$ cat config.mk
export PLATFORM = sky130hd
export DESIGN_NAME = cca_csr
export DESIGN_NICKNAME = d
export VERILOG_FILES = /design/src/rtl/core/cca_pkg.sv /design/src/rtl/core/cca_csr.sv
export SDC_FILE = /design/constraint.sdc
export NUM_CORES = 1
export LEC_CHECK = 0
export BUFFER_PORTS_ARGS = -buffer_cell sky130_fd_sc_hd__buf_4
export CAP_MARGIN = 20
export CORE_MARGIN = 3
export CORE_UTILIZATION = 40
export CTS_BUF_LIST = sky130_fd_sc_hd__clkbuf_2
export DETAILED_ROUTE_END_ITERATION = 7
export PLACE_DENSITY = 0.85
export SLEW_MARGIN = 25
export SYNTH_ARGS = -nofsm -noshare
export SYNTH_HDL_FRONTEND = slang
export SYNTH_SLANG_ARGS = --single-unit
export TNS_END_PERCENT = 1
$ cat constraint.sdc
create_clock -name clock -period 1.2 [get_ports clock]
set_input_delay 0.12 -clock clock [delete_from_list [all_inputs] [get_ports clock]]
set_output_delay 0.12 -clock clock [all_outputs]
set_load 0.03 [all_outputs]
$ cat src/rtl/core/cca_pkg.sv
// ----------------------------------------------------------------------------
// cca_pkg: shared types and constants for the cave cellular automaton unit
// Payload structs, configuration struct, controller/datapath command and
// status groups, register map and arithmetic constants.
// ----------------------------------------------------------------------------
`default_nettype none

package cca_pkg;

   // grid size defaults
   localparam int MAX_WIDTH_DEF  = 128;
   localparam int MAX_HEIGHT_DEF = 128;

   // configuration port
   localparam int CSR_AW = 5;
   localparam int CSR_DW = 32;

   typedef enum logic [2:0] {
      REG_GRID_WIDTH     = 3'd0,
      REG_GRID_HEIGHT    = 3'd1,
      REG_PASS_COUNT     = 3'd2,
      REG_FILL_PERCENT   = 3'd3,
      REG_WALL_THRESHOLD = 3'd4
   } cca_reg_type;

   localparam logic [7:0] GRID_WIDTH_RST     = 8'd64;
   localparam logic [7:0] GRID_HEIGHT_RST    = 8'd64;
   localparam logic [3:0] PASS_COUNT_RST     = 4'd5;
   localparam logic [6:0] FILL_PERCENT_RST   = 7'd45;
   localparam logic [3:0] WALL_THRESHOLD_RST = 4'd4;

   // request kinds
   localparam logic REQ_LOAD = 1'b0;
   localparam logic REQ_READ = 1'b1;

   // word mod 100: fold bytes with 256^k mod 100, then reciprocal multiply
   localparam int PERCENT_MOD  = 100;
   localparam int BYTE1_WEIGHT = 56;
   localparam int BYTE2_WEIGHT = 36;
   localparam int BYTE3_WEIGHT = 16;
   localparam int RECIP_MUL    = 5243;
   localparam int RECIP_SHIFT  = 19;
   localparam int FOLD_W       = 15;
   localparam int QUO_W        = 9;

   // response queue
   localparam int RSP_DEPTH = 4;

   typedef struct packed {
      logic        req_type;
      logic [31:0] rand_word;
      logic [6:0]  read_x;
      logic [6:0]  read_y;
   } cca_req_type;

   typedef struct packed {
      logic wall;
      logic not_ready;
   } cca_rsp_type;

   typedef struct packed {
      logic [7:0] grid_width;
      logic [7:0] grid_height;
      logic [3:0] pass_count;
      logic [6:0] fill_percent;
      logic [3:0] wall_threshold;
   } cca_cfg_type;

   // which row of the 3x3 window a fetch reads
   typedef enum logic [1:0] {
      STEP_ABOVE = 2'd0,
      STEP_SAME  = 2'd1,
      STEP_BELOW = 2'd2
   } cca_step_type;

   typedef struct packed {
      logic         hold;
      logic         pass_init;
      logic         pass_begin;
      logic         fetch;
      cca_step_type fetch_step;
      logic         calc;
      logic         row_next;
      logic         pass_next;
      logic         set_ready;
   } cca_cmd_type;

   typedef struct packed {
      logic load_last;
      logic load_busy;
      logic pass_zero;
      logic col_last;
      logic row_last;
   } cca_stat_type;

endpackage

`default_nettype wire

$ cat src/rtl/core/cca_csr.sv
// ----------------------------------------------------------------------------
// cca_csr: configuration registers
// APB-style register file holding grid size, pass count, fill and threshold.
// ----------------------------------------------------------------------------
`default_nettype none

module cca_csr
   import cca_pkg::*;
(
   input  wire logic              clock,
   input  wire logic              reset,
   input  wire logic              psel,
   input  wire logic              penable,
   input  wire logic              pwrite,
   input  wire logic [CSR_AW-1:0] paddr,
   input  wire logic [CSR_DW-1:0] pwdata,
   output logic      [CSR_DW-1:0] prdata,
   output logic                   pready,
   output cca_cfg_type            cfg
);

   logic [7:0] grid_width_ff;
   logic [7:0] grid_height_ff;
   logic [3:0] pass_count_ff;
   logic [6:0] fill_percent_ff;
   logic [3:0] wall_threshold_ff;
   logic       wr_en;

   assign pready = 1'b1;
   assign wr_en  = psel && penable && pwrite;

   always_ff @(posedge clock) begin
      if (reset) begin
         grid_width_ff     <= GRID_WIDTH_RST;
         grid_height_ff    <= GRID_HEIGHT_RST;
         pass_count_ff     <= PASS_COUNT_RST;
         fill_percent_ff   <= FILL_PERCENT_RST;
         wall_threshold_ff <= WALL_THRESHOLD_RST;
      end else if (wr_en) begin
         case (paddr[4:2])
            REG_GRID_WIDTH:     grid_width_ff     <= pwdata[7:0];
            REG_GRID_HEIGHT:    grid_height_ff    <= pwdata[7:0];
            REG_PASS_COUNT:     pass_count_ff     <= pwdata[3:0];
            REG_FILL_PERCENT:   fill_percent_ff   <= pwdata[6:0];
            REG_WALL_THRESHOLD: wall_threshold_ff <= pwdata[3:0];
            default: ;
         endcase
      end
   end

   always_comb begin
      case (paddr[4:2])
         REG_GRID_WIDTH:     prdata = CSR_DW'(grid_width_ff);
         REG_GRID_HEIGHT:    prdata = CSR_DW'(grid_height_ff);
         REG_PASS_COUNT:     prdata = CSR_DW'(pass_count_ff);
         REG_FILL_PERCENT:   prdata = CSR_DW'(fill_percent_ff);
         REG_WALL_THRESHOLD: prdata = CSR_DW'(wall_threshold_ff);
         default:            prdata = '0;
      endcase
   end

   assign cfg.grid_width     = grid_width_ff;
   assign cfg.grid_height    = grid_height_ff;
   assign cfg.pass_count     = pass_count_ff;
   assign cfg.fill_percent   = fill_percent_ff;
   assign cfg.wall_threshold = wall_threshold_ff;

endmodule

`default_nettype wire

[After elaboration in Yosys (flattened, before gate mapping)]
Index checks and enable logic that the tools add are counted.
Storage, ports and cells
  flip-flop bits (word level): 31
  output and inout bits: 64
  logic and storage cells: 18
  input bits: 42
Cells by class
  reductions and logical operators: 8
  equality and inequality tests: 4
  multiplexer cells: 1
Operators with widths (count)
  8-bit case mux with 5 select lines: 1
  2-bit AND reduction: 5
  3-bit by 2-bit == test with 1-bit output, second input constant: 2
  3-bit by 1-bit == test with 1-bit output, second input constant: 1
  3-bit == test, second input constant: 1
  3-bit logical NOT: 1
  1-bit logical AND: 2

[Longest topological paths before layout]
  depth in word-level cells: 3
  gate-level depth with buffers: 5
  mapped depth without buffers: 3

[Least setup slack after synthesis]
Ideal clock, no wire load.
  path type: register -> output
  start point: register grid_height_ff[4]
  end point: output port prdata[4]
  arrival: 1320 ps
  cell stages (with the launch flop): 4
  slack: -240 ps
  buffers on the path: 0
  required time: 1080 ps
  cell sequence: dfxtp_1 mux2i_1 or2_0 a21oi_1
Between the ends
  word-level cells in the longest chain between the ends: 1
RTL lines
  from (decl): line cca_csr.sv:23  | logic [7:0] grid_height_ff;
  from (signal assigned): line cca_csr.sv:42  | REG_GRID_HEIGHT: grid_height_ff <= pwdata[7:0];
  8-bit case mux with 5 select lines: line cca_csr.sv:52  | case (paddr[4:2])
  to (decl): line cca_csr.sv:17  | output logic [CSR_DW-1:0] prdata,
Every way passes these cells.

[Final worst setup path]
  start point: register pass_count_ff[0]
  end point: output port prdata[0]
Between the ends
  word-level cells in the longest chain between the ends: 1
RTL lines
  from (decl): line cca_csr.sv:24  | logic [3:0] pass_count_ff;
  from (signal assigned): line cca_csr.sv:43  | REG_PASS_COUNT: pass_count_ff <= pwdata[3:0];
  8-bit case mux with 5 select lines: line cca_csr.sv:52
Every way passes these cells.

==> flow_summary.json <==
{
  "outcome": "finished, violations left",
  "failed_checks": "negative setup slack",
  "cts.clk_slew.worst_paths_ps": 160,
  "p_leak_nw": 1.13,
  "regToRegEndpoint": "pass_count_ff[2]$_SDFFE_PP1P_",
  "end_kind": "primary output",
  "min_from": "pwdata[0]",
  "worst_skew_pair.late_latency_ps": 370,
  "ir_drop_v": 0.000476,
  "first_pass_iters": 4,
  "p_seq_share_pct": 53.9,
  "grt_max_degree": 44,
  "switching_share_pct": 32.4,
  "grt_pass1_vias": 1537,
  "cp-startpoint": "pass_count_ff[0]$_SDFFE_PP1P_",
  "start_util_pct": 43.0,
  "synth_area_per_cell_um2": 9.30,
  "hold-path-cell-count": 3,
  "antenna_found_initial": 0,
  "synth.distinct_cells": 31,
  "synth_top_area_share_pct": 34.6,
  "worstHoldEndpoint": "fill_percent_ff[0]$_SDFFE_PP1P_",
  "num-nets-final": 306,
  "io-pin-count": 106,
  "hold_viol_final": 0,
  "p_int_mw": 1.31,
  "area_delta_synth_final_pct": 34.4,
  "worst-r2r-cell-count": 3,
  "worst_ep_arrival_time_ps": 1380,
  "synth.top_cells.by_count": "33 x mux2i_1, 31 x dfxtp_1, 26 x buf_4, 26 x nand2b_1, 14 x nor2_1",
  "synthArstFlopShare_pct": 0,
  "hp-class": "primary input to flop",
  "worstSetupStartpointType": "flop",
  "diodes": 0,
  "setup_tns_ps": -1790,
  "fp.dieArea_um2": 5330,
  "slew_violations": 0,
  "grt_use_total_pct": 17.7,
  "grt_pass1_wl_um": 7220,
  "ys_top_cells_by_area": "dfxtp_1 35%, mux2i_1 18%, buf_4 11%",
  "gr-total-overflow": 0,
  "setup_violations": 8,
  "numCtsBuffers": 5,
  "post-route-period-util_pct": 125,
  "netlist_instances": 193,
  "dp.cells": 297,
  "critPathKind": "flop to primary output",
  "r2r_slack_ps": 440,
  "final_cells": 314,
  "fmax_mhz": 669,
  "synth-seq-cells": 31,
  "powerDensity_nw_per_um2": 802,
  "die_y_um": 73.0,
  "p_switching_uw": 627,
  "clockBufferDepth": 2,
  "clock_skew_ps": 0,
  "drive_above_1_share_pct": 43.9,
  "hold_ws_ps": 25.3,
  "htreeDepth": 2,
  "coreArea_um2": 4170,
  "fillerInstances": 369,
  "fp-row-count": 23,
  "cts_tree": "yes",
  "ant_nets": 0,
  "cap_violations": 0,
  "wire_per_inst_um": 14.3,
  "gp_congestion": 0.805,
  "post-synth-top-count-cell": "mux2i_1",
  "timing.rr.start": "pass_count_ff[2]$_SDFFE_PP1P_",
  "worstPathRequired_ps": 1080,
  "vias_per_cell": 4.81,
  "setup_ws_ps": -296,
  "route.vias.total": 1511,
  "synth_edf_count": 0,
  "clkPwrFrac_pct": 24.5,
  "cts_sinks": 31,
  "io_buffers": 54,
  "dp_hpwl_um": 3320,
  "grt_setup_unrepaired": "yes",
  "fin_crit_ps": 1500,
  "p_comb_share_pct": 21.6,
  "chipWidth_um": 73.0,
  "wl_um": 4480,
  "ys_seq_area_share_pct": 34.6,
  "cp_max_fo": 2,
  "ys.flop_type": "dfxtp_1",
  "synth.largest_area_cell": "dfxtp_1",
  "drt_iter0_drc": 94,
  "yosys_warnings": 0,
  "synth.cell_area_um2": 1800,
  "root_buffer": "clkbuf_2",
  "drc_errors": 0,
  "p_total_mw": 1.94
}
## layout make-up
type                            count  area, um2  share of cell area [%]
Timing Repair Buffer               77        617                    25.6
Tap cell                           50       62.6                    2.59
Inverter                            1       3.75                   0.156
Clock buffer                        5       25.0                    1.04
Sequential cell                    31        643                    26.6
Clock inverter                      2       8.76                   0.363
Multi-Input combinational cell    148       1050                    43.6
## worst max-delay path by stage
| stage | endpoint | slack [ps] | cells after the start |
|---|---|---|---|
| 6_report | prdata[0] | -300 | 4 |
| 5_1_grt | prdata[2] | -350 | 4 |
| 4_1_cts | prdata[0] | -310 | 4 |
| 3_5_place_dp | prdata[3] | -30 | 6 |
| 3_3_place_gp | prdata[3] | -30 | 6 |
| 2_1_floorplan | prdata[3] | -200 | 3 |
## stage by stage
step           instance area, um2  util, %  setup WS (ps)
4_1_cts                      2400     57.5           -310
5_1_grt                      2410     57.8           -354
3_3_place_gp                 2220     53.2          -27.4
2_1_floorplan                1900        -           -201
6_report                     2410     57.8           -296
3_5_place_dp                 2220     53.2          -27.9
## critical path: stages (launching register included)
cell and delay (ps):
dfxtp_2 350, mux2_4 280, a22oi_2 120, o22ai_1 90, buf_4 170
## what timing repair did
action                                  in CTS  in global routing
setup buffers                                7                  0
endpoints found under the setup margin       8                  8
endpoints found under the hold margin        3                  0
hold buffers                                 3                  0
resized for setup                           28                  3
pin swaps                                    7                  0
## metal layers
metal	global-route usage [%]	wire, um	part of all wire [%]	up-vias
met5	0	0	0	-
met4	6.15	42	0.94	0
met2	30.9	2220	50	70
met3	4.55	380	8.5	5
li1	-	-	-	749
met1	20.7	1840	41	687
## registers in the layout, indices dropped and copies added (netlist names)
| signal | count |
|---|---|
| grid_height_ff | 8 |
| grid_width_ff | 8 |
| fill_percent_ff | 7 |
| pass_count_ff | 4 |
| wall_threshold_ff | 4 |
## cell families (layout without fill, tap and decap cells)
logic type | count (synthesis) | after routing | share of synthesized area, %
simple gates | 67 | 67 | 23.3
buf+inv | 37 | 85 | 14.5
mux | 36 | 36 | 20.3
flops | 31 | 31 | 34.6
compound gates | 20 | 20 | 6.90
other cells | 2 | 25 | 0.418
## power by group through the flow
stage                     sequential [mW]  clock [mW]  combinational [mW]
after floorplan                      1.08           0               0.319
after global placement               1.07           0               0.388
after detailed placement             1.07           0               0.393
after CTS                            1.04       0.491               0.414
after global routing                 1.05       0.521               0.448
final                                1.04       0.474               0.418
## placed cells by master (no fill, tap or decap), drive strengths merged, types with 2 or more instances in the layout
master	netlist	layout
a21oi	7	7
a22oi	6	6
buf	30	74
clkbuf	6	5
clkinv	0	2
conb	2	25
dfxtp	31	31
dlygate4sd3	0	3
mux2	3	3
mux2i	33	33
nand2	5	5
nand2b	26	26
nand3	4	4
nand3b	3	3
nor2	16	16
nor3	3	3
o21ai	3	3
o22ai	3	3
or2	3	3
No activity file was read; power rests on OpenSTA's default activity.
