==> src/rtl/core/cca_pkg.sv <==
// ----------------------------------------------------------------------------
// cca_pkg: shared types and constants for the cave cellular automaton unit
// Payload structs, configuration struct, controller/datapath command and
// status groups, register map and arithmetic constants.
// ----------------------------------------------------------------------------
`default_nettype none

package cca_pkg;

   // grid size defaults
   localparam int MAX_WIDTH_DEF  = 128;
   localparam int MAX_HEIGHT_DEF = 128;

   // configuration port
   localparam int CSR_AW = 5;
   localparam int CSR_DW = 32;

   typedef enum logic [2:0] {
      REG_GRID_WIDTH     = 3'd0,
      REG_GRID_HEIGHT    = 3'd1,
      REG_PASS_COUNT     = 3'd2,
      REG_FILL_PERCENT   = 3'd3,
      REG_WALL_THRESHOLD = 3'd4
   } cca_reg_type;

   localparam logic [7:0] GRID_WIDTH_RST     = 8'd64;
   localparam logic [7:0] GRID_HEIGHT_RST    = 8'd64;
   localparam logic [3:0] PASS_COUNT_RST     = 4'd5;
   localparam logic [6:0] FILL_PERCENT_RST   = 7'd45;
   localparam logic [3:0] WALL_THRESHOLD_RST = 4'd4;

   // request kinds
   localparam logic REQ_LOAD = 1'b0;
   localparam logic REQ_READ = 1'b1;

   // word mod 100: fold bytes with 256^k mod 100, then reciprocal multiply
   localparam int PERCENT_MOD  = 100;
   localparam int BYTE1_WEIGHT = 56;
   localparam int BYTE2_WEIGHT = 36;
   localparam int BYTE3_WEIGHT = 16;
   localparam int RECIP_MUL    = 5243;
   localparam int RECIP_SHIFT  = 19;
   localparam int FOLD_W       = 15;
   localparam int QUO_W        = 9;

   // response queue
   localparam int RSP_DEPTH = 4;

   typedef struct packed {
      logic        req_type;
      logic [31:0] rand_word;
      logic [6:0]  read_x;
      logic [6:0]  read_y;
   } cca_req_type;

   typedef struct packed {
      logic wall;
      logic not_ready;
   } cca_rsp_type;

   typedef struct packed {
      logic [7:0] grid_width;
      logic [7:0] grid_height;
      logic [3:0] pass_count;
      logic [6:0] fill_percent;
      logic [3:0] wall_threshold;
   } cca_cfg_type;

   // which row of the 3x3 window a fetch reads
   typedef enum logic [1:0] {
      STEP_ABOVE = 2'd0,
      STEP_SAME  = 2'd1,
      STEP_BELOW = 2'd2
   } cca_step_type;

   typedef struct packed {
      logic         hold;
      logic         pass_init;
      logic         pass_begin;
      logic         fetch;
      cca_step_type fetch_step;
      logic         calc;
      logic         row_next;
      logic         pass_next;
      logic         set_ready;
   } cca_cmd_type;

   typedef struct packed {
      logic load_last;
      logic load_busy;
      logic pass_zero;
      logic col_last;
      logic row_last;
   } cca_stat_type;

endpackage

`default_nettype wire

==> src/rtl/core/cca_ctrl.sv <==
// ----------------------------------------------------------------------------
// cca_ctrl: sequencer for load drain and relaxation sweeps
// Walks each pass row by row, column by column: three fetches, a settle
// state for the last read, then the cell update.
// ----------------------------------------------------------------------------
`default_nettype none

module cca_ctrl
   import cca_pkg::*;
(
   input  wire logic         clock,
   input  wire logic         reset,
   input  wire cca_stat_type stat,
   output cca_cmd_type       cmd
);

   typedef enum logic [2:0] {
      ST_IDLE,
      ST_DRAIN,
      ST_CHECK,
      ST_FETCH_ABOVE,
      ST_FETCH_SAME,
      ST_FETCH_BELOW,
      ST_SETTLE,
      ST_CALC
   } state_type;

   state_type state_ff;
   state_type state_in;

   always_ff @(posedge clock) begin
      if (reset) begin
         state_ff <= ST_IDLE;
      end else begin
         state_ff <= state_in;
      end
   end

   always_comb begin
      cmd      = '0;
      state_in = state_ff;
      case (state_ff)
         ST_IDLE: begin
            if (stat.load_last) begin
               state_in = ST_DRAIN;
            end
         end
         ST_DRAIN: begin
            cmd.hold = 1'b1;
            // last load write must land before sweeping
            if (!stat.load_busy) begin
               cmd.pass_init = 1'b1;
               state_in      = ST_CHECK;
            end
         end
         ST_CHECK: begin
            cmd.hold = 1'b1;
            if (stat.pass_zero) begin
               cmd.set_ready = 1'b1;
               state_in      = ST_IDLE;
            end else begin
               cmd.pass_begin = 1'b1;
               state_in       = ST_FETCH_ABOVE;
            end
         end
         ST_FETCH_ABOVE: begin
            cmd.hold       = 1'b1;
            cmd.fetch      = 1'b1;
            cmd.fetch_step = STEP_ABOVE;
            state_in       = ST_FETCH_SAME;
         end
         ST_FETCH_SAME: begin
            cmd.hold       = 1'b1;
            cmd.fetch      = 1'b1;
            cmd.fetch_step = STEP_SAME;
            state_in       = ST_FETCH_BELOW;
         end
         ST_FETCH_BELOW: begin
            cmd.hold       = 1'b1;
            cmd.fetch      = 1'b1;
            cmd.fetch_step = STEP_BELOW;
            state_in       = ST_SETTLE;
         end
         ST_SETTLE: begin
            cmd.hold = 1'b1;
            state_in = ST_CALC;
         end
         ST_CALC: begin
            cmd.hold = 1'b1;
            cmd.calc = 1'b1;
            if (stat.col_last) begin
               if (stat.row_last) begin
                  cmd.pass_next = 1'b1;
                  state_in      = ST_CHECK;
               end else begin
                  cmd.row_next = 1'b1;
                  state_in     = ST_FETCH_ABOVE;
               end
            end else begin
               state_in = ST_FETCH_ABOVE;
            end
         end
         default: begin
            state_in = ST_IDLE;
         end
      endcase
   end

endmodule

`default_nettype wire

==> config.mk <==
export PLATFORM = sky130hd
export DESIGN_NAME = cca_ctrl
export DESIGN_NICKNAME = d
export VERILOG_FILES = /design/src/rtl/core/cca_pkg.sv /design/src/rtl/core/cca_ctrl.sv
export SDC_FILE = /design/constraint.sdc
export NUM_CORES = 1
export LEC_CHECK = 0
export CAP_MARGIN = 20
export CORE_AREA = 4 4 41 43
export CTS_CLUSTER_SIZE = 30
export DETAILED_ROUTE_END_ITERATION = 6
export DIE_AREA = 0 0 45 47
export DONT_BUFFER_PORTS = 1
export SYNTH_ARGS = -nofsm -noshare
export SYNTH_HDL_FRONTEND = slang
export SYNTH_SLANG_ARGS = --single-unit
==> constraint.sdc <==
create_clock -name clock -period 1.4 [get_ports clock]
set_input_delay 0.07 -clock clock [delete_from_list [all_inputs] [get_ports clock]]
set_output_delay 0.07 -clock clock [all_outputs]
set_load 0.05 [all_outputs]
## Word-level counts from Yosys, hierarchy flattened

Index checks and enable logic that the tools add are counted.

- Bits in registers: 3
- Input bits: 7
- Output and inout port bits: 10
- Logic and storage cells: 31

- Eq/ne operators: 9
- Muxes and demuxes: 18
- Reductions and logical operators: 3

Operator list:

| cell | number |
|---|---|
| $pmux W3 S8 | 1 |
| $eq A3 B3 Y1 const B | 4 |
| $mux W3 | 4 |
| $mux W1 | 10 |
| $pmux W3 S3 | 1 |
| $reduce_or A7 Y1 | 1 |
| $eq A3 B2 Y1 const B | 2 |
| $mux W2 | 2 |
| $ne A2 B2 Y1 const B | 2 |
| $eq A3 B1 Y1 const B | 1 |
| $logic_not A3 Y1 | 1 |
| $reduce_and A2 Y1 | 1 |

## Longest topological paths before layout

Gate-level depths: netlist of the first run.

- Word-level depth: 3
- Gate-level depth with buffers: 4
- Gate-level depth less buffers: 3

## Worst setup path before layout of the first run

No wires, ideal clock.

- Path kind: flip-flop to output port
- Start: register state_ff[0]
- End: output port cmd[7] in the netlist's numbering
- Arrival: 2.109 ns
- Setup slack: -0.779 ns
- Stages on the path, launching flop included: 3
- Buffers on the path: 1
- Cells stage by stage: dfxtp_1 -> buf_4 -> nor4b_1

RTL lines:

| item | RTL line | RTL |
|---|---|---|
| start: declaration | cca_ctrl.sv:28 | `state_type state_ff;` |
| start signal: assignment | cca_ctrl.sv:35 | `state_ff <= state_in;` |
| end: declaration | cca_ctrl.sv:14 | `output cca_cmd_type cmd` |

==> results.sh, run 1 <==
export IMPL_drc=0
export IMPL_detail_route_first_pass_iterations=2
export IMPL_top_register="state_ff"
export IMPL_stdcell_area_sq_um=374
export IMPL_core_area_sq_um=1300
export IMPL_cts_tree="yes"
export IMPL_cp_cell_sequence="and3_2 -> and3b_2"
export IMPL_nets=52
export IMPL_antenna_found_initial=0
export IMPL_fmax_mhz=771
export IMPL_skew_ps=4.14
export IMPL_worstSetupEndpointType="output port"
export IMPL_grt_use_total=0.0710
export IMPL_die_area_sq_um=2120
export IMPL_slowest_stage="dfxtp_2"
export IMPL_area_growth_pct=51.8
export IMPL_cp_required_ps=1330
export IMPL_start_util=0.189
export IMPL_startpoint_type="flip-flop"
export IMPL_vias_per_cell=4.59
export IMPL_crit_fanout=11
export IMPL_grt_pass1_vias=258
export IMPL_syn_inst=33
export IMPL_clock_sinks=3
export IMPL_slowest_delay_ps=410
export IMPL_hpwl_microns=531
export IMPL_fp_dieH_microns=47
export IMPL_largest_reg_flops=3
export IMPL_port_buffers=0
export IMPL_rsz0062_at_grt="false"
export IMPL_worstSkewPairLatency_ps=230
export IMPL_layout_common_cells="buf_4 (8), nor2_1 (6), nand2_1 (3), clkbuf_4 (3), dfxtp_2 (3)"
export IMPL_drtIter0Drc=1
export IMPL_num_vias=271
export IMPL_die_w_microns=45
export IMPL_setup_viol=0
export IMPL_holdCritPathClass="primary input to flip-flop"
export IMPL_slew_headroom=0.830
export IMPL_clockBufferDepth=2
export IMPL_drtAntennaViolNets=0
export IMPL_hold_violations=0
export IMPL_clockRootBuffer="clkbuf_4"
export IMPL_wirelength_microns=656
export IMPL_nFillCells=162
export IMPL_drv_slew=0
export IMPL_place_gp_congestion=0.683
export IMPL_period_needed_ps=1300
export IMPL_p_per_area_nw_per_um2=957
export IMPL_cts_buffers=3
export IMPL_syn_num_nets=40
export IMPL_grt_pass1_wl_microns=1010
export IMPL_reg_largest_list="state_ff (3)"
export IMPL_grt_max_degree=13
export IMPL_critical_path_class="flip-flop to output port"
export IMPL_place_area_sq_um=334
export IMPL_gr_total_overflow=0
export IMPL_post_route_period_util=0.926
export IMPL_tightest_slew_ps=255
export IMPL_drt_wirelength_per_cell_microns=11.1
export IMPL_status="finished, final reports clean"
export IMPL_synth_area_sq_um=246
export IMPL_yosys_warnings=0
export IMPL_h_tree_depth=1
export IMPL_cts_clk_slew_worst_paths_ps=40
export IMPL_seq_area_frac_synth=0.244
export IMPL_cap_violations=0
export IMPL_fp_row_count=13
export IMPL_irDropWorstVdd_mv=0.295
export IMPL_ys_ff_latch=3
export IMPL_final_common_cell="buf_4"
export IMPL_fin_setup_tns_ps=0
export IMPL_worstPathArrival_ps=1230
export IMPL_synth_cell_types=17
export IMPL_postCtsSetupRepairBufs=0
export IMPL_ios=17
export IMPL_insertedDiodeCount=0
export IMPL_drive_gt1_frac=0.455
export IMPL_syn_area_per_cell_sq_um=7.47
export IMPL_leakagePower_nw=0.169
-- worst max-delay path, delay by kind of cell (launching register included) --
| kind | cells | cell delay [ps] |
|---|---|---|
| AND/OR/NAND/NOR | 2 | 580 |
| flip-flops | 1 | 410 |
-- kinds of logic after synthesis --
kind of cell | after synthesis | share of synthesized area
compound gates | 7 | 0.198
xor+xnor | 1 | 0.0355
buf+inv | 4 | 0.122
flops | 3 | 0.244
simple gates | 18 | 0.401
-- final timing paths --
path | startpoint | endpoint | slack, ps | cells after the start
worst max-delay path | state_ff[0] | cmd[2] | 100 | 2
worst min-delay path | stat[4] | state_ff[0] | 60 | 2
worst max register to register | state_ff[1] | state_ff[0] | 240 | 3
worst min register to register | state_ff[1] | state_ff[1] | 550 | 2
-- layer usage --
layer / global-route usage / part of all wire
met1: 0.0635 / 0.37
met2: 0.107 / 0.48
met3: 0.0460 / 0.16
met4: 0.0702 / 0
met5: 0 / 0
-- layout make-up --
| class | instances | area, sq um | share of cell area |
|---|---|---|---|
| Inverter | 1 | 3.75 | 0.0100 |
| Clock buffer | 4 | 26.3 | 0.0702 |
| Multi-Input combinational cell | 26 | 171 | 0.458 |
| Timing Repair Buffer | 10 | 90.1 | 0.241 |
| Sequential cell | 3 | 63.8 | 0.171 |
| Tap cell | 15 | 18.8 | 0.0502 |
-- power breakdown --
part	leakage, nW	total [mW]	internal, mW	switching (mW)
clock	0.0150	0.149	0.107	0.0424
combinational	0.128	0.0991	0.0372	0.0620
sequential	0.0258	0.110	0.0939	0.0161
total	0.169	0.358	0.238	0.120
-- through the flow --
stage                util  hold slack [ps]  setup WS [ps]  total power [mW]  cells
floorplan               -              139           -142             0.191     33
global placement    0.257              141            222             0.206     54
detailed placement  0.257              144            186             0.207     54
CTS                 0.288             48.9           85.1             0.370     59
global route        0.288             65.4           26.2             0.380     59
finish              0.288             58.9            104             0.358     59
-- synth_stat cells (all sizes together) --
master / instances / area [sq um]
and3b: 1 / 8.76
o21ai: 3 / 15.0
inv: 1 / 3.75
buf: 3 / 26.3
nor4bb: 1 / 10.0
nand2b: 2 / 12.5
nor2: 6 / 22.5
a22o: 1 / 8.76
a21oi: 2 / 10.0
dfxtp: 3 / 60.1
or3: 1 / 6.26
xnor2: 1 / 8.76
a2111oi: 1 / 15.0
and3: 3 / 18.8
nand2: 3 / 11.3
nor4b: 1 / 8.76
-- what timing repair did --
| item | 4_1_cts | 5_1_grt |
|---|---|---|
| hold buffers | 1 | 0 |
| gates resized for setup | 3 | 0 |
| hold endpoints to repair | 3 | 0 |
| endpoints found under the setup margin | 2 | 0 |
Power figures use the tool's default switching activity.
==> run 2: changes to the inputs <==
PLACE_DENSITY = 0.4   (was not set)
==> run 2 against run 1 <==
Sequential share of layout area fell by 0.93 points. Clock-buffer cell count did not move. Largest power group unchanged. Highest routed layer unchanged. Global-route usage rose by 0.47 points. Maximum frequency fell by 0.31%.
==> results.sh, run 2 (same netlist as run 1, synthesis figures left out) <==
export IMPL_worstPathArrival_ps=1230
export IMPL_final_cells=61
export IMPL_holdCritPathClass="primary input to flip-flop"
export IMPL_num_vias=283
export IMPL_grt_max_degree=13
export IMPL_status="finished, final reports clean"
export IMPL_post_route_util=0.298
export IMPL_antenna_found_initial=0
export IMPL_p_per_area_nw_per_um2=944
export IMPL_drt_wirelength_per_cell_microns=11.0
export IMPL_place_gp_congestion=0.805
export IMPL_skew_ps=5.81
export IMPL_leakagePower_nw=0.179
export IMPL_die_w_microns=45
export IMPL_top_register="state_ff"
export IMPL_postCtsSetupRepairBufs=0
export IMPL_ios=17
export IMPL_port_buffers=0
export IMPL_grt_pass1_wl_microns=1120
export IMPL_tightest_slew_ps=259
export IMPL_reg_largest_list="state_ff (3)"
export IMPL_drv_slew=0
export IMPL_gr_total_overflow=0
export IMPL_drive_gt1_frac=0.457
export IMPL_cts_clk_slew_worst_paths_ps=40
export IMPL_die_area_sq_um=2120
export IMPL_period_needed_ps=1300
export IMPL_area_growth_pct=57.4
export IMPL_cp_required_ps=1330
export IMPL_largest_reg_flops=3
export IMPL_layout_common_cells="buf_4 (10), nor2_1 (6), nand2_1 (3), clkbuf_4 (3)"
export IMPL_core_area_sq_um=1300
export IMPL_critical_path_class="flip-flop to output port"
export IMPL_drtIter0Drc=3
export IMPL_slew_headroom=0.828
export IMPL_drtAntennaViolNets=0
export IMPL_place_ws_ps=221
export IMPL_setup_ws_ps=99.7
export IMPL_clockRootBuffer="clkbuf_4"
export IMPL_clock_sinks=3
export IMPL_detail_route_first_pass_iterations=2
export IMPL_irDropWorstVdd_mv=0.524
export IMPL_cts_tree="yes"
export IMPL_final_common_cell="buf_4"
export IMPL_fmax_mhz=769
export IMPL_post_route_period_util=0.929
export IMPL_fp_row_count=13
export IMPL_hpwl_microns=553
export IMPL_cap_violations=0
export IMPL_wirelength_microns=671
export IMPL_grt_use_total=0.0757
export IMPL_worstSkewPairLatency_ps=230
export IMPL_clockBufferDepth=2
export IMPL_insertedDiodeCount=0
export IMPL_drc=0
export IMPL_start_util=0.189
export IMPL_nets=54
export IMPL_crit_fanout=8
export IMPL_h_tree_depth=1
export IMPL_hold_violations=0
export IMPL_cts_buffers=3
export IMPL_fp_dieH_microns=47
export IMPL_vias_per_cell=4.64
export IMPL_nFillCells=153
export IMPL_worstSetupEndpointType="output port"
export IMPL_grt_pass1_vias=279
export IMPL_dp_cells=56
export IMPL_rsz0062_at_grt="false"
export IMPL_startpoint_type="flip-flop"
export IMPL_setup_viol=0
## run 2: cell count changes in the layout (fill, tap and decap cells not counted)
cell | before | now
dfxtp_1 | 0 | 1
dfxtp_2 | 3 | 2
buf_4 | 8 | 10
## run 2: repair_timing
action	4_1_cts	5_1_grt
hold buffers	1	0
endpoints found under the hold margin	3	0
pin swaps	0	0
gates resized for setup	1	1
setup endpoints to repair	2	4
## run 2: where the power goes
group | switching [mW] | internal (mW)
clock network | 0.0438 | 0.107
logic | 0.0670 | 0.0424
registers | 0.0128 | 0.0937
total | 0.124 | 0.243
## run 2: area by class of cell
cell class                 count  area [sq um]  area share
inverter                       1          3.75     0.00968
tap                           15          18.8      0.0484
sequential                     3          62.6       0.161
clock buffer                   4          26.3      0.0677
timing repair buffer          12           105       0.271
multi-input combinational     26           171       0.442
## run 2: stage by stage
step                TNS (ps)  hold slack, ps  instance area, sq um  power [mW]
floorplan               -231             139                   262       0.191
finish                     0            76.6                   388       0.366
CTS                        0            77.1                   387       0.376
detailed placement         0             141                   349       0.214
global route               0            71.6                   388       0.394
global placement           0             140                   349       0.212
## run 2: worst paths after layout
path              slack (ps)         from  cells after the start     endpoint
hold reg to reg          560  state_ff[0]                      2  state_ff[1]
hold / removal            80      stat[4]                      2  state_ff[0]
setup / recovery         100  state_ff[0]                      3       cmd[7]
setup reg to reg         270  state_ff[1]                      3  state_ff[0]
## run 2: critical path, cell delays in order (launching register included)
cell and delay [ps]:
dfxtp_2 350, buf_4 150, nor4b_2 250, buf_4 230
## run 2: per-layer routing
metal,GRT usage,up-vias,share of wire
li1,-,142,-
met1,0.0837,128,0.40
met2,0.116,13,0.51
met3,0.0460,0,0.082
met4,0.0351,0,0
met5,0,-,0
==> run 3: changes to the inputs <==
CELL_PAD_IN_SITES_DETAIL_PLACEMENT = 2   (was not set)
CELL_PAD_IN_SITES_GLOBAL_PLACEMENT = 2   (was not set)
PLACE_DENSITY = 0.6   (was 0.4)
==> run 3 against run 2 <==
Wire length is 27% higher. First-iteration DRC count is 33% higher. Register-to-register slack worse by 60 ps. Setup slack worse by 19 ps. Sequential power hardly changed. Worst hold slack better by 1.0 ps. Combinational power hardly changed. Maximum frequency is 1.4% lower. Sequential cell count stayed put. Cell area is 1.6% lower. Critical path type unchanged. Critical endpoint is now cmd[1]. Largest cell class unchanged. Largest power group unchanged. Highest routed layer unchanged.
==> results.sh, run 3 (same netlist as run 1, synthesis figures left out) <==
export IMPL_h_tree_depth=1
export IMPL_worstPathArrival_ps=1250
export IMPL_fp_row_count=13
export IMPL_holdCritPathClass="primary input to flip-flop"
export IMPL_clock_sinks=3
export IMPL_antenna_found_initial=0
export IMPL_p_per_area_nw_per_um2=965
export IMPL_grt_max_degree=13
export IMPL_grt_pass1_vias=306
export IMPL_drv_slew=0
export IMPL_vias_per_cell=4.55
export IMPL_stdcell_area_sq_um=382
export IMPL_leakagePower_nw=0.174
export IMPL_crit_fanout=10
export IMPL_critical_path_class="flip-flop to output port"
export IMPL_detail_route_first_pass_iterations=2
export IMPL_core_area_sq_um=1300
export IMPL_path_delay_family="simple AND/OR/NAND/NOR gates"
export IMPL_gr_total_overflow=0
export IMPL_wirelength_microns=851
export IMPL_place_gp_congestion=0.649
export IMPL_grt_use_total=0.0978
export IMPL_drtAntennaViolNets=0
export IMPL_top_register="state_ff"
export IMPL_rsz0062_at_grt="false"
export IMPL_ios=17
export IMPL_worst_r2r_setup_slack_ps=210
export IMPL_cp_required_ps=1330
export IMPL_insertedDiodeCount=0
export IMPL_slowest_delay_ps=420
export IMPL_postCtsSetupRepairBufs=0
export IMPL_power_mw=0.368
export IMPL_tightest_slew_ps=264
export IMPL_num_vias=273
export IMPL_cts_buffers=3
export IMPL_cp_cell_sequence="and3_2 -> and3_1 -> buf_12"
export IMPL_skew_ps=4.25
export IMPL_reg_largest_list="state_ff (3)"
export IMPL_worstSetupEndpointType="output port"
export IMPL_drc=0
export IMPL_largest_reg_flops=3
export IMPL_port_buffers=0
export IMPL_cts_clk_slew_worst_paths_ps=40
export IMPL_nFillCells=160
export IMPL_fp_dieH_microns=47
export IMPL_irDropWorstVdd_mv=0.590
export IMPL_area_growth_pct=54.8
export IMPL_die_area_sq_um=2120
export IMPL_place_ws_ps=140
export IMPL_fmax_mhz=758
export IMPL_clockRootBuffer="clkbuf_4"
export IMPL_drive_gt1_frac=0.467
export IMPL_place_area_sq_um=342
export IMPL_clockBufferDepth=2
export IMPL_start_util=0.189
export IMPL_post_route_util=0.293
export IMPL_slowest_stage="dfxtp_2"
export IMPL_startpoint_type="flip-flop"
export IMPL_nets=53
export IMPL_hold_violations=0
export IMPL_status="finished, final reports clean"
export IMPL_period_needed_ps=1320
export IMPL_setup_viol=0
export IMPL_post_route_period_util=0.942
export IMPL_cap_violations=0
export IMPL_worst_path_buf_inv=1
export IMPL_slew_headroom=0.825
export IMPL_die_w_microns=45
export IMPL_hpwl_microns=658
export IMPL_drtIter0Drc=4
export IMPL_final_common_cell="buf_4"
export IMPL_setup_ws_ps=81.0
export IMPL_grt_pass1_wl_microns=1410
export IMPL_worstSkewPairLatency_ps=230
export IMPL_cts_tree="yes"
export IMPL_drt_wirelength_per_cell_microns=14.2
export IMPL_layout_common_cells="buf_4 (9), nor2_1 (6), nand2_1 (3), clkbuf_4 (3), dfxtp_2 (3)"
==> run 3: cell count changes in the layout (fill, tap and decap cells not counted) <==
cell	previous run	this run
buf_4	10	9
dfxtp_1	1	0
dfxtp_2	2	3
==> run 3: final cells by class <==
class,count,area (sq um),area share
sequential,3,63.8,0.167
inverter,1,3.75,0.00984
timing repair buffer,11,97.6,0.256
tap,15,18.8,0.0492
multi-input combinational,26,171,0.449
clock buffer,4,26.3,0.0689
==> run 3: where the power goes <==
group	leakage [nW]	internal, mW	switching [mW]	total (mW)
logic	0.133	0.0414	0.0704	0.112
registers	0.0258	0.0939	0.0116	0.106
clock network	0.0150	0.107	0.0441	0.151
total	0.174	0.242	0.126	0.368
==> run 3: what timing repair did <==
item / CTS / global route
resized for setup: 2 / 1
hold buffers: 1 / 0
setup endpoints to repair: 3 / 1
hold endpoints to repair: 3 / 0
==> run 3: worst reg2reg max path, delay by kind of cell, from the launching register on <==
kind	cells	cell delay [ps]
and+or+nand+nor	1	170
AOI/OAI and AO/OA	2	540
DFF	1	360
==> run 3: per-layer routing <==
| metal | part of all wire | global-route usage | vias up |
|---|---|---|---|
| li1 | - | - | 137 |
| met1 | 0.37 | 0.102 | 121 |
| met2 | 0.52 | 0.158 | 15 |
| met3 | 0.11 | 0.0536 | 0 |
| met4 | 0 | 0.0526 | 0 |
| met5 | 0 | 0 | - |
==> run 3: through the flow <==
stage / hold WS [ps] / TNS (ps) / instances
2_1_floorplan: 139 / -231 / 33
3_3_place_gp: 141 / 0 / 55
3_5_place_dp: 142 / 0 / 55
4_1_cts: 78.6 / 0 / 60
5_1_grt: 85.5 / 0 / 60
6_report: 77.6 / 0 / 60
==> run 3: final timing paths <==
path	from	endpoint	depth (start not counted)
max	state_ff[2]	cmd[1]	3
min	stat[4]	state_ff[0]	2
max reg2reg	state_ff[1]	state_ff[0]	3
min reg2reg	state_ff[1]	state_ff[1]	2
